$ cat src/hw/rtl/qoi_pkg.sv
// Shared types and constants for the QOI chunk decoder.
// Used by the front end, the command queue, the back end and the top level.
package qoi_pkg;

	typedef struct packed {
		logic [7:0] r;
		logic [7:0] g;
		logic [7:0] b;
		logic [7:0] a;
	} px_t;

	localparam logic [2:0] OP_RGB   = 3'd0;
	localparam logic [2:0] OP_RGBA  = 3'd1;
	localparam logic [2:0] OP_INDEX = 3'd2;
	localparam logic [2:0] OP_DIFF  = 3'd3;
	localparam logic [2:0] OP_LUMA  = 3'd4;
	localparam logic [2:0] OP_RUN   = 3'd5;

	localparam logic [1:0] KIND_NONE = 2'd0;
	localparam logic [1:0] KIND_RGB  = 2'd1;
	localparam logic [1:0] KIND_RGBA = 2'd2;
	localparam logic [1:0] KIND_LUMA = 2'd3;

	localparam logic [7:0] CODE_RGB  = 8'hfe;
	localparam logic [7:0] CODE_RGBA = 8'hff;
	localparam logic [1:0] PFX_INDEX = 2'b00;
	localparam logic [1:0] PFX_DIFF  = 2'b01;
	localparam logic [1:0] PFX_LUMA  = 2'b10;

	localparam logic [2:0] CHAN_ALPHA = 3'd4;
	localparam px_t PX_START = '{r: 8'd0, g: 8'd0, b: 8'd0, a: 8'd255};

	// p0..p2 carry assembled bytes (LUMA: p0 holds the green delta);
	// p3 carries the last code byte of the operation
	typedef struct packed {
		logic [2:0] op;
		logic       clr;
		logic [7:0] p0;
		logic [7:0] p1;
		logic [7:0] p2;
		logic [7:0] p3;
	} cmd_t;

	typedef struct packed {
		logic full;
		logic empty;
	} q_stat_t;

	function automatic logic [5:0] color_hash(input px_t p);
		logic [5:0] s;
		s = p.r[5:0] * 6'd3 + p.g[5:0] * 6'd5 + p.b[5:0] * 6'd7 + p.a[5:0] * 6'd11;
		return s;
	endfunction

endpackage

$ cat src/hw/rtl/qoi_front.sv
// Front end: takes chunk bytes, gathers multi-byte operations, pushes commands.
// Depends on qoi_pkg for the command format and opcodes.
module qoi_front (
	input  logic             clk,
	input  logic             arst_n,
	input  logic             in_valid,
	input  logic [7:0]       in_byte,
	input  logic             in_start,
	input  qoi_pkg::q_stat_t q_stat,
	output logic             in_ready,
	output logic             push,
	output qoi_pkg::cmd_t    push_cmd
);

	logic [2:0] cnt_q;
	logic [1:0] kind_q;
	logic [5:0] luma_q;
	logic [7:0] b0_q, b1_q, b2_q;
	logic       clr_q;

	logic       acc;
	logic [2:0] cnt_eff;
	logic       clr_eff;
	logic [2:0] pos3;
	logic [1:0] pos;

	assign in_ready = !q_stat.full;
	assign acc      = in_valid && in_ready;
	assign cnt_eff  = in_start ? 3'd0 : cnt_q;
	assign clr_eff  = in_start || clr_q;
	assign pos3     = (kind_q == qoi_pkg::KIND_RGBA) ? (3'd4 - cnt_eff) : (3'd3 - cnt_eff);
	assign pos      = pos3[1:0];

	always_comb begin
		push         = 1'b0;
		push_cmd.op  = qoi_pkg::OP_RUN;
		push_cmd.clr = clr_eff;
		push_cmd.p0  = b0_q;
		push_cmd.p1  = b1_q;
		push_cmd.p2  = b2_q;
		push_cmd.p3  = in_byte;
		if (cnt_eff != 3'd0) begin
			if (kind_q == qoi_pkg::KIND_LUMA) begin
				push        = acc;
				push_cmd.op = qoi_pkg::OP_LUMA;
				push_cmd.p0 = {2'b00, luma_q};
			end else if (cnt_eff == 3'd1) begin
				push = acc;
				if (kind_q == qoi_pkg::KIND_RGBA) begin
					push_cmd.op = qoi_pkg::OP_RGBA;
				end else begin
					push_cmd.op = qoi_pkg::OP_RGB;
					push_cmd.p2 = in_byte;
				end
			end
		end else if (in_byte != qoi_pkg::CODE_RGB && in_byte != qoi_pkg::CODE_RGBA) begin
			case (in_byte[7:6])
				qoi_pkg::PFX_INDEX: begin
					push        = acc;
					push_cmd.op = qoi_pkg::OP_INDEX;
				end
				qoi_pkg::PFX_DIFF: begin
					push        = acc;
					push_cmd.op = qoi_pkg::OP_DIFF;
				end
				qoi_pkg::PFX_LUMA: begin
					push = 1'b0;
				end
				default: begin
					push        = acc;
					push_cmd.op = qoi_pkg::OP_RUN;
				end
			endcase
		end
	end

	always_ff @(posedge clk or negedge arst_n) begin
		if (!arst_n) begin
			cnt_q  <= 3'd0;
			kind_q <= qoi_pkg::KIND_NONE;
			luma_q <= 6'd0;
			clr_q  <= 1'b0;
		end else if (acc) begin
			// a start flag drops any pending operation; keep the clear until a command carries it
			clr_q <= push ? 1'b0 : clr_eff;
			if (cnt_eff != 3'd0) begin
				cnt_q <= cnt_eff - 3'd1;
				if (cnt_eff == 3'd1) begin
					kind_q <= qoi_pkg::KIND_NONE;
				end
			end else if (in_byte == qoi_pkg::CODE_RGB) begin
				cnt_q  <= 3'd3;
				kind_q <= qoi_pkg::KIND_RGB;
			end else if (in_byte == qoi_pkg::CODE_RGBA) begin
				cnt_q  <= 3'd4;
				kind_q <= qoi_pkg::KIND_RGBA;
			end else if (in_byte[7:6] == qoi_pkg::PFX_LUMA) begin
				cnt_q  <= 3'd1;
				kind_q <= qoi_pkg::KIND_LUMA;
				luma_q <= in_byte[5:0];
			end else begin
				cnt_q  <= 3'd0;
				kind_q <= qoi_pkg::KIND_NONE;
			end
		end
	end

	// payload bytes of RGB and RGBA
	always_ff @(posedge clk) begin
		if (acc && cnt_eff != 3'd0 && kind_q != qoi_pkg::KIND_LUMA) begin
			case (pos)
				2'd0:    b0_q <= in_byte;
				2'd1:    b1_q <= in_byte;
				2'd2:    b2_q <= in_byte;
				default: b2_q <= b2_q;
			endcase
		end
	end

endmodule

$ cat src/hw/rtl/qoi_cmdq.sv
// Short command queue between the front and back ends.
// Depends on qoi_pkg for the command and status types.
module qoi_cmdq #(
	parameter int DEPTH = 4
) (
	input  logic             clk,
	input  logic             arst_n,
	input  logic             push,
	input  qoi_pkg::cmd_t    push_cmd,
	input  logic             pop,
	output qoi_pkg::cmd_t    head,
	output qoi_pkg::q_stat_t stat
);

	localparam int PW = (DEPTH > 1) ? $clog2(DEPTH) : 1;
	localparam int CW = $clog2(DEPTH + 1);
	localparam logic [PW-1:0] LAST = PW'(DEPTH - 1);
	localparam logic [CW-1:0] FULL = CW'(DEPTH);

	qoi_pkg::cmd_t   ent_q [DEPTH];
	logic [PW-1:0]   wr_q, rd_q;
	logic [CW-1:0]   cnt_q;
	logic            do_push, do_pop;

	assign stat.full  = (cnt_q == FULL);
	assign stat.empty = (cnt_q == '0);
	assign do_push    = push && !stat.full;
	assign do_pop     = pop && !stat.empty;
	assign head       = ent_q[rd_q];

	always_ff @(posedge clk) begin
		if (do_push) begin
			ent_q[wr_q] <= push_cmd;
		end
	end

	always_ff @(posedge clk or negedge arst_n) begin
		if (!arst_n) begin
			wr_q  <= '0;
			rd_q  <= '0;
			cnt_q <= '0;
		end else begin
			if (do_push) begin
				wr_q <= (wr_q == LAST) ? '0 : wr_q + PW'(1);
			end
			if (do_pop) begin
				rd_q <= (rd_q == LAST) ? '0 : rd_q + PW'(1);
			end
			if (do_push && !do_pop) begin
				cnt_q <= cnt_q + CW'(1);
			end else if (do_pop && !do_push) begin
				cnt_q <= cnt_q - CW'(1);
			end
		end
	end

endmodule

$ cat src/hw/rtl/qoi_back.sv
// Back end: executes commands against the previous pixel and the color table,
// emits pixels through an output register. Depends on qoi_pkg.
module qoi_back (
	input  logic             clk,
	input  logic             arst_n,
	input  qoi_pkg::cmd_t    head,
	input  qoi_pkg::q_stat_t q_stat,
	input  logic [2:0]       channels,
	output logic             pop,
	output logic             out_valid,
	input  logic             out_ready,
	output qoi_pkg::px_t     out_px,
	output logic             out_alpha_valid,
	output logic             out_last
);

	localparam logic [1:0] ST_IDLE = 2'd0;
	localparam logic [1:0] ST_READ = 2'd1;
	localparam logic [1:0] ST_EMIT = 2'd2;

	logic [1:0]    state_q;
	qoi_pkg::px_t  pix_q;
	logic [5:0]    run_q;
	logic [63:0]   tvalid_q;
	logic [31:0]   tbl_mem [64];
	logic [31:0]   rd_data_q;
	logic          rd_ok_q;

	qoi_pkg::px_t  prev;
	qoi_pkg::px_t  nxt;
	logic [7:0]    dg, dr, db;
	logic          load;
	logic [5:0]    wr_hash;

	assign pop     = (state_q == ST_IDLE) && !q_stat.empty;
	assign prev    = head.clr ? qoi_pkg::PX_START : pix_q;
	assign load    = (state_q == ST_EMIT) && (!out_valid || out_ready);
	assign wr_hash = qoi_pkg::color_hash(pix_q);

	assign dg = {2'b00, head.p0[5:0]} + 8'd224;
	assign dr = dg + {4'b0000, head.p3[7:4]} + 8'd248;
	assign db = dg + {4'b0000, head.p3[3:0]} + 8'd248;

	always_comb begin
		nxt = prev;
		case (head.op)
			qoi_pkg::OP_RGB: begin
				nxt.r = head.p0;
				nxt.g = head.p1;
				nxt.b = head.p2;
			end
			qoi_pkg::OP_RGBA: begin
				nxt = '{r: head.p0, g: head.p1, b: head.p2, a: head.p3};
			end
			qoi_pkg::OP_DIFF: begin
				nxt.r = prev.r + {6'd0, head.p3[5:4]} + 8'd254;
				nxt.g = prev.g + {6'd0, head.p3[3:2]} + 8'd254;
				nxt.b = prev.b + {6'd0, head.p3[1:0]} + 8'd254;
			end
			qoi_pkg::OP_LUMA: begin
				nxt.r = prev.r + dr;
				nxt.g = prev.g + dg;
				nxt.b = prev.b + db;
			end
			default: begin
				nxt = prev;
			end
		endcase
	end

	always_ff @(posedge clk) begin
		if (pop) begin
			rd_data_q <= tbl_mem[head.p3[5:0]];
		end
		if (load) begin
			tbl_mem[wr_hash] <= pix_q;
		end
	end

	always_ff @(posedge clk or negedge arst_n) begin
		if (!arst_n) begin
			state_q  <= ST_IDLE;
			pix_q    <= qoi_pkg::PX_START;
			run_q    <= 6'd0;
			tvalid_q <= '0;
			rd_ok_q  <= 1'b0;
		end else begin
			case (state_q)
				ST_IDLE: begin
					if (pop) begin
						// an entry cleared by the start flag reads as zero
						rd_ok_q <= tvalid_q[head.p3[5:0]] && !head.clr;
						if (head.clr) begin
							tvalid_q <= '0;
						end
						pix_q <= nxt;
						run_q <= (head.op == qoi_pkg::OP_RUN) ? head.p3[5:0] : 6'd0;
						state_q <= (head.op == qoi_pkg::OP_INDEX) ? ST_READ : ST_EMIT;
					end
				end
				ST_READ: begin
					pix_q   <= rd_ok_q ? rd_data_q : '0;
					state_q <= ST_EMIT;
				end
				ST_EMIT: begin
					if (load) begin
						tvalid_q[wr_hash] <= 1'b1;
						if (run_q == 6'd0) begin
							state_q <= ST_IDLE;
						end else begin
							run_q <= run_q - 6'd1;
						end
					end
				end
				default: begin
					state_q <= ST_IDLE;
				end
			endcase
		end
	end

	always_ff @(posedge clk or negedge arst_n) begin
		if (!arst_n) begin
			out_valid <= 1'b0;
		end else if (load) begin
			out_valid <= 1'b1;
		end else if (out_ready) begin
			out_valid <= 1'b0;
		end
	end

	always_ff @(posedge clk) begin
		if (load) begin
			out_px          <= pix_q;
			out_last        <= (run_q == 6'd0);
			out_alpha_valid <= (channels == qoi_pkg::CHAN_ALPHA);
		end
	end

endmodule

$ cat src/hw/rtl/qoi_chunk_decoder.sv
// QOI chunk decoder: one chunk byte per input word, one pixel per output word.
// Path: the last byte of an op is pushed into the command queue; the back end pops it into
// pix_q (INDEX via the READ state for the table read) and then into the output register.
// The back end runs one command at a time; bytes keep arriving meanwhile, up to queue depth.
// Reset: arst_n clears control state, the previous pixel to opaque black and all table
// valid bits at once; channels resets to 4.
module qoi_chunk_decoder #(
	parameter int QUEUE_DEPTH = 4
) (
	input  logic        clk,
	input  logic        arst_n,
	input  logic        s_axis_tvalid,
	output logic        s_axis_tready,
	input  logic [7:0]  s_axis_tdata,  // code_byte
	input  logic        s_axis_tuser,  // start_image
	output logic        m_axis_tvalid,
	input  logic        m_axis_tready,
	output logic [31:0] m_axis_tdata,  // red, green, blue, alpha
	output logic        m_axis_tuser,  // alpha_valid
	output logic        m_axis_tlast,
	input  logic        cfg_valid,
	output logic        cfg_ready,
	input  logic [2:0]  cfg_data
);

	logic             push;
	qoi_pkg::cmd_t    push_cmd;
	qoi_pkg::cmd_t    head;
	qoi_pkg::q_stat_t q_stat;
	logic             pop;
	logic [2:0]       channels_q;
	qoi_pkg::px_t     out_px;

	assign cfg_ready    = 1'b1;
	assign m_axis_tdata = {out_px.a, out_px.b, out_px.g, out_px.r};

	always_ff @(posedge clk or negedge arst_n) begin
		if (!arst_n) begin
			channels_q <= qoi_pkg::CHAN_ALPHA;
		end else if (cfg_valid && cfg_ready) begin
			channels_q <= cfg_data;
		end
	end

	qoi_front u_front (
		.clk      (clk),
		.arst_n   (arst_n),
		.in_valid (s_axis_tvalid),
		.in_byte  (s_axis_tdata),
		.in_start (s_axis_tuser),
		.q_stat   (q_stat),
		.in_ready (s_axis_tready),
		.push     (push),
		.push_cmd (push_cmd)
	);

	qoi_cmdq #(
		.DEPTH (QUEUE_DEPTH)
	) u_cmdq (
		.clk      (clk),
		.arst_n   (arst_n),
		.push     (push),
		.push_cmd (push_cmd),
		.pop      (pop),
		.head     (head),
		.stat     (q_stat)
	);

	qoi_back u_back (
		.clk             (clk),
		.arst_n          (arst_n),
		.head            (head),
		.q_stat          (q_stat),
		.channels        (channels_q),
		.pop             (pop),
		.out_valid       (m_axis_tvalid),
		.out_ready       (m_axis_tready),
		.out_px          (out_px),
		.out_alpha_valid (m_axis_tuser),
		.out_last        (m_axis_tlast)
	);

`ifndef SYNTH
	a_no_push_full: assert property (@(posedge clk) disable iff (!arst_n)
		push |-> !q_stat.full)
		else $error("command pushed into a full queue");

	a_no_pop_empty: assert property (@(posedge clk) disable iff (!arst_n)
		pop |-> !q_stat.empty)
		else $error("command popped from an empty queue");

	a_alpha_flag: assert property (@(posedge clk) disable iff (!arst_n)
		(m_axis_tvalid && !$past(m_axis_tvalid) && $stable(channels_q))
		|-> (m_axis_tuser == (channels_q == qoi_pkg::CHAN_ALPHA)))
		else $error("alpha flag does not match channel setting");
`endif

endmodule

$ cat config.mk
export PLATFORM = sky130hd
export DESIGN_NAME = qoi_chunk_decoder
export DESIGN_NICKNAME = d
export VERILOG_FILES = /design/src/hw/rtl/qoi_pkg.sv /design/src/hw/rtl/qoi_front.sv /design/src/hw/rtl/qoi_cmdq.sv /design/src/hw/rtl/qoi_back.sv /design/src/hw/rtl/qoi_chunk_decoder.sv
export SDC_FILE = /design/constraint.sdc
export NUM_CORES = 2
export LEC_CHECK = 0
export BUFFER_PORTS_ARGS = -buffer_cell sky130_fd_sc_hd__buf_2
export CORE_MARGIN = 2
export CORE_UTILIZATION = 60
export DETAILED_ROUTE_END_ITERATION = 6
export PLACE_DENSITY = 0.85
export SLEW_MARGIN = 5
export SYNTH_ARGS = -nofsm -noshare
export SYNTH_HDL_FRONTEND = slang
export SYNTH_SLANG_ARGS = --single-unit
$ cat constraint.sdc
create_clock -name clk -period 20.9 [get_ports clk]
set_input_delay 4.18 -clock clk [delete_from_list [all_inputs] [get_ports clk]]
set_output_delay 4.18 -clock clk [all_outputs]
set_load 0.02 [all_outputs]
==> impl_results.md <==
* DR DRC count at 43
* Synth Net Count at slightly below 5000
* Top Metal Used: met5
* Crit path max fanout at 36
* Die height at between 400 and 500 µm
* WP buf/inv at 3
* Die Wd at approximately 400 µm
* Min-delay src: u_front.cnt_q[1]$_DFFE_PN0P_
* Crit path cell chain: buf_4 -> fa_1 -> inv_1 -> fa_1 -> fa_1 -> fa_1 -> fa_1 -> inv_1 -> ha_1 -> a21o_1 -> a21oi_1 -> xnor2_1 -> xnor3_1 -> nand3_1 -> nor2_4
* Hpwl dp at between 100000 and 150000 µm
* Setup_tns at 0 ns
* # IOs at 54
* Worst-case clock buffer depth at 3
* Nets at about 5000
* Hold endpoint: u_front.cnt_q[1]$_DFFE_PN0P_
* Worst-Margin Slew at approximately 1.3 ns
* Num CTS Buffers at roughly 220
* PortBufs at between 50 and 60
* Synth warnings at 0
* Reg2reg path depth at 15
* Hold depth at 2
* Grt ovf at 0
* Post-DR vias/cell at roughly 7.4
* Clk_skew at 0.0566 ns
* Crit-path slowest cell: nor2_4
* Worst Setup End Kind: register
* Metal2 WL at approximately 120000 µm
* Post-DRT Antenna Nets at 0
* FF+latch count, synth at 2410
* Routed metal-1 wirelength at approximately 87000 µm
* Period utilization at 0.390
* Final Setup Violations at 0
* RD Place Congestion at between 0.9 and 1
* Die area at roughly 160000 µm²
* Number of flops mapped to enable cells by yosys at approximately 2300
* Setup bufs post-CTS at 0
* Gr usage total at 0.337
* Reg2reg start: u_back.pix_q[10]$_DFFE_PN0P_
* Area of the mapped netlist at roughly 95000 µm²
* Post-synth top flop: edfxtp_1
* Initial core utilization at 0.603
* Final min period at slightly above 8 ns
* DRT Wirelength at roughly 270000 µm
* CP required at around 21 ns
* Rows at about 150
* Initial DRC Count at about 10000
* Clock Tree Root: clkbuf_16
* RSZ-0062 raised after global routing: no
* Count of cell types in the netlist at 61
* Hold Path Class: register to register
* H-tree lvl count at 4
* Synthesized area per cell at between 20 and 25 µm²
* Failing checks: design-rule violations
* Flop2flop setup slack at 12.76 ns
* Initial antenna violation count at 23
* Hold Violations, Final at 0
* CP Data Arrival Time at between 8 and 9 ns
* Commonest non-fill, non-tap cell in the layout: edfxtp_1
* Crit path max-delay family: adder cells
* Sequential fraction of the synthesis area at 0.752
* DR pass1 iterations at 7
* Global-route wire length before repair at between 300000 and 400000 µm
* CP Depth at 15
* Clock-pin slew on the worst setup and hold paths at 0.07 ns
* Layout cells sized above 1 at 0.231
* Synth async-reset ratio at 0.0531
* WL/cell at around 38 µm
* Crit Path Class: register to register
* Max-slew headroom at 0.114
* Most frequent cells in the layout: edfxtp_1 (2282), mux4_2 (552), a22oi_1 (262)
* Fmax at about 120 MHz
* Met3 wire len at 38900 µm
* Vias in the first global route at around 52000
* Vias at roughly 52000
* Crit-path max cell delay at approximately 1.4 ns
* Max_cap viols at 0
* Largest net degree at the start of global routing at about 130
* Syn-to-layout area delta at 10.2%
* TritonCTS clock tree: yes
* Clock latency at the later pin of the worst-skew pair at a little under 0.9 ns
* Worst R2R End: u_back.tbl_mem[57][18]$_DFFE_PP_
* Most common cell on crit path: fa_1
* Outcome: finished, violations left
* Post-Synthesis Cells at between 4000 and 5000
* Slew Viols, Final at 0
* Post-CTS Hold Fix Bufs at 0
* Core ar. at between 150000 and 200000 µm²
* CTS Sinks at 2410
* CTS-repair resized insts at 0
* Startpoint types: register
[sequential cells by signal (all words and copies together), names as in the netlist, 2 cells and up]
name,count
channels_q,3
u_back.out_px,32
u_back.pix_q,32
u_back.rd_data_q,32
u_back.run_q,6
u_back.state_q,2
u_back.tbl_mem,2048
u_back.tvalid_q,64
u_cmdq.cnt_q,3
u_cmdq.ent_q,144
u_cmdq.rd_q,2
u_cmdq.wr_q,2
u_front.b0_q,8
u_front.b1_q,8
u_front.b2_q,8
u_front.cnt_q,3
u_front.kind_q,2
u_front.luma_q,6
[routing by layer]
metal | track usage | vias up
li1 | - | 19700
met1 | 0.431 | 26600
met2 | 0.512 | 5121
met3 | 0.110 | 1023
met4 | 0.195 | 24
met5 | 0.0122 | -
[worst reg2reg max path: cells and delay by family (launching register included)]
kind / cells / cell delay, ns
and+or+nand+nor: 2 / 2.35
buffers and inverters: 3 / 0.73
AOI/OAI and AO/OA: 2 / 0.40
xor gates and xnor gates: 2 / 0.76
adders and majority gates: 6 / 2.66
DFF: 1 / 0.81
[synth_stat cells, types with 11 or more instances]
cell type | instances | share of area
o21ai_1 | 82 | 0.0043
a22oi_1 | 262 | 0.021
o22ai_1 | 16 | 0.0010
a31oi_1 | 11 | 0.00072
a221oi_1 | 19 | 0.0017
a21o_1 | 14 | 0.0011
nand2_1 | 90 | 0.0035
nor3_1 | 16 | 0.00084
mux2i_1 | 26 | 0.0027
a211oi_1 | 12 | 0.00094
nor2_1 | 224 | 0.0088
buf_6 | 18 | 0.0021
clkbuf_1 | 102 | 0.0040
o21ai_0 | 40 | 0.0021
edfxtp_1 | 2282 | 0.72
dfrtp_1 | 119 | 0.031
buf_2 | 97 | 0.0051
nand3_1 | 21 | 0.0011
buf_4 | 17 | 0.0013
ha_1 | 90 | 0.012
inv_1 | 100 | 0.0039
fa_1 | 38 | 0.0080
a21oi_1 | 261 | 0.014
mux4_2 | 554 | 0.13
xor2_1 | 14 | 0.0013
xnor2_1 | 43 | 0.0039
mux2_2 | 38 | 0.0045
buf_1 | 16 | 0.00063
[layout make-up]
class / instances / area, µm²
Inverter: 103 / 394
Sequential cell: 2410 / 71800
Antenna cell: 11 / 27.5
Clock buffer: 262 / 5600
Fill cell: 9136 / 53000
Timing Repair Buffer: 137 / 955
Clock inverter: 129 / 1230
Tap cell: 2072 / 2590
Multi-Input combinational cell: 1965 / 22600
[worst max path at each step]
| stage | slack, ns | end | startpoint |
|---|---|---|---|
| 6_report | 12.76 | u_back.tbl_mem[57][18]$_DFFE_PP_ | u_back.pix_q[10]$_DFFE_PN0P_ |
| 3_5_place_dp | 13.10 | u_back.tbl_mem[44][4]$_DFFE_PP_ | m_axis_tready |
| 4_1_cts | 13.03 | u_back.tbl_mem[57][12]$_DFFE_PP_ | u_back.pix_q[10]$_DFFE_PN0P_ |
| 3_3_place_gp | 13.14 | u_back.tbl_mem[4][20]$_DFFE_PP_ | m_axis_tready |
| 2_1_floorplan | 12.74 | u_back.tbl_mem[15][0]$_DFFE_PP_ | m_axis_tready |
| 5_1_grt | 12.69 | u_back.tbl_mem[57][18]$_DFFE_PP_ | u_back.pix_q[10]$_DFFE_PN0P_ |
[cell families (layout without fill, tap and decap cells)]
kind of cell / count (synthesis) / in the layout / share of synthesized area
XOR/XNOR: 59 / 59 / 0.00572
multiplexers: 618 / 618 / 0.138
buffers and inverters: 353 / 631 / 0.0172
AO/OA/AOI/OAI: 752 / 752 / 0.0492
other: 1 / 12 / 0.0000393
flip-flops: 2410 / 2410 / 0.752
adder cells (fa/ha/maj): 128 / 128 / 0.0198
AND/OR/NAND/NOR: 407 / 407 / 0.0184
[per-stage QoR]
step	utilization	hold WS [ns]	setup slack, ns	cell area [µm²]	cells
6_report	0.665	0.483	12.76	105000	7089
5_1_grt	0.665	0.512	12.69	105000	7082
4_1_cts	0.665	0.487	13.03	105000	7078
3_5_place_dp	0.621	0.473	13.10	98300	6687
3_3_place_gp	0.621	0.470	13.14	98300	6687
2_1_floorplan	-	0.448	12.74	95400	4728
Power is left out: the tool's default activity adds up to more than one toggle a clock period on the data nets, which glitch-free logic cannot reach.
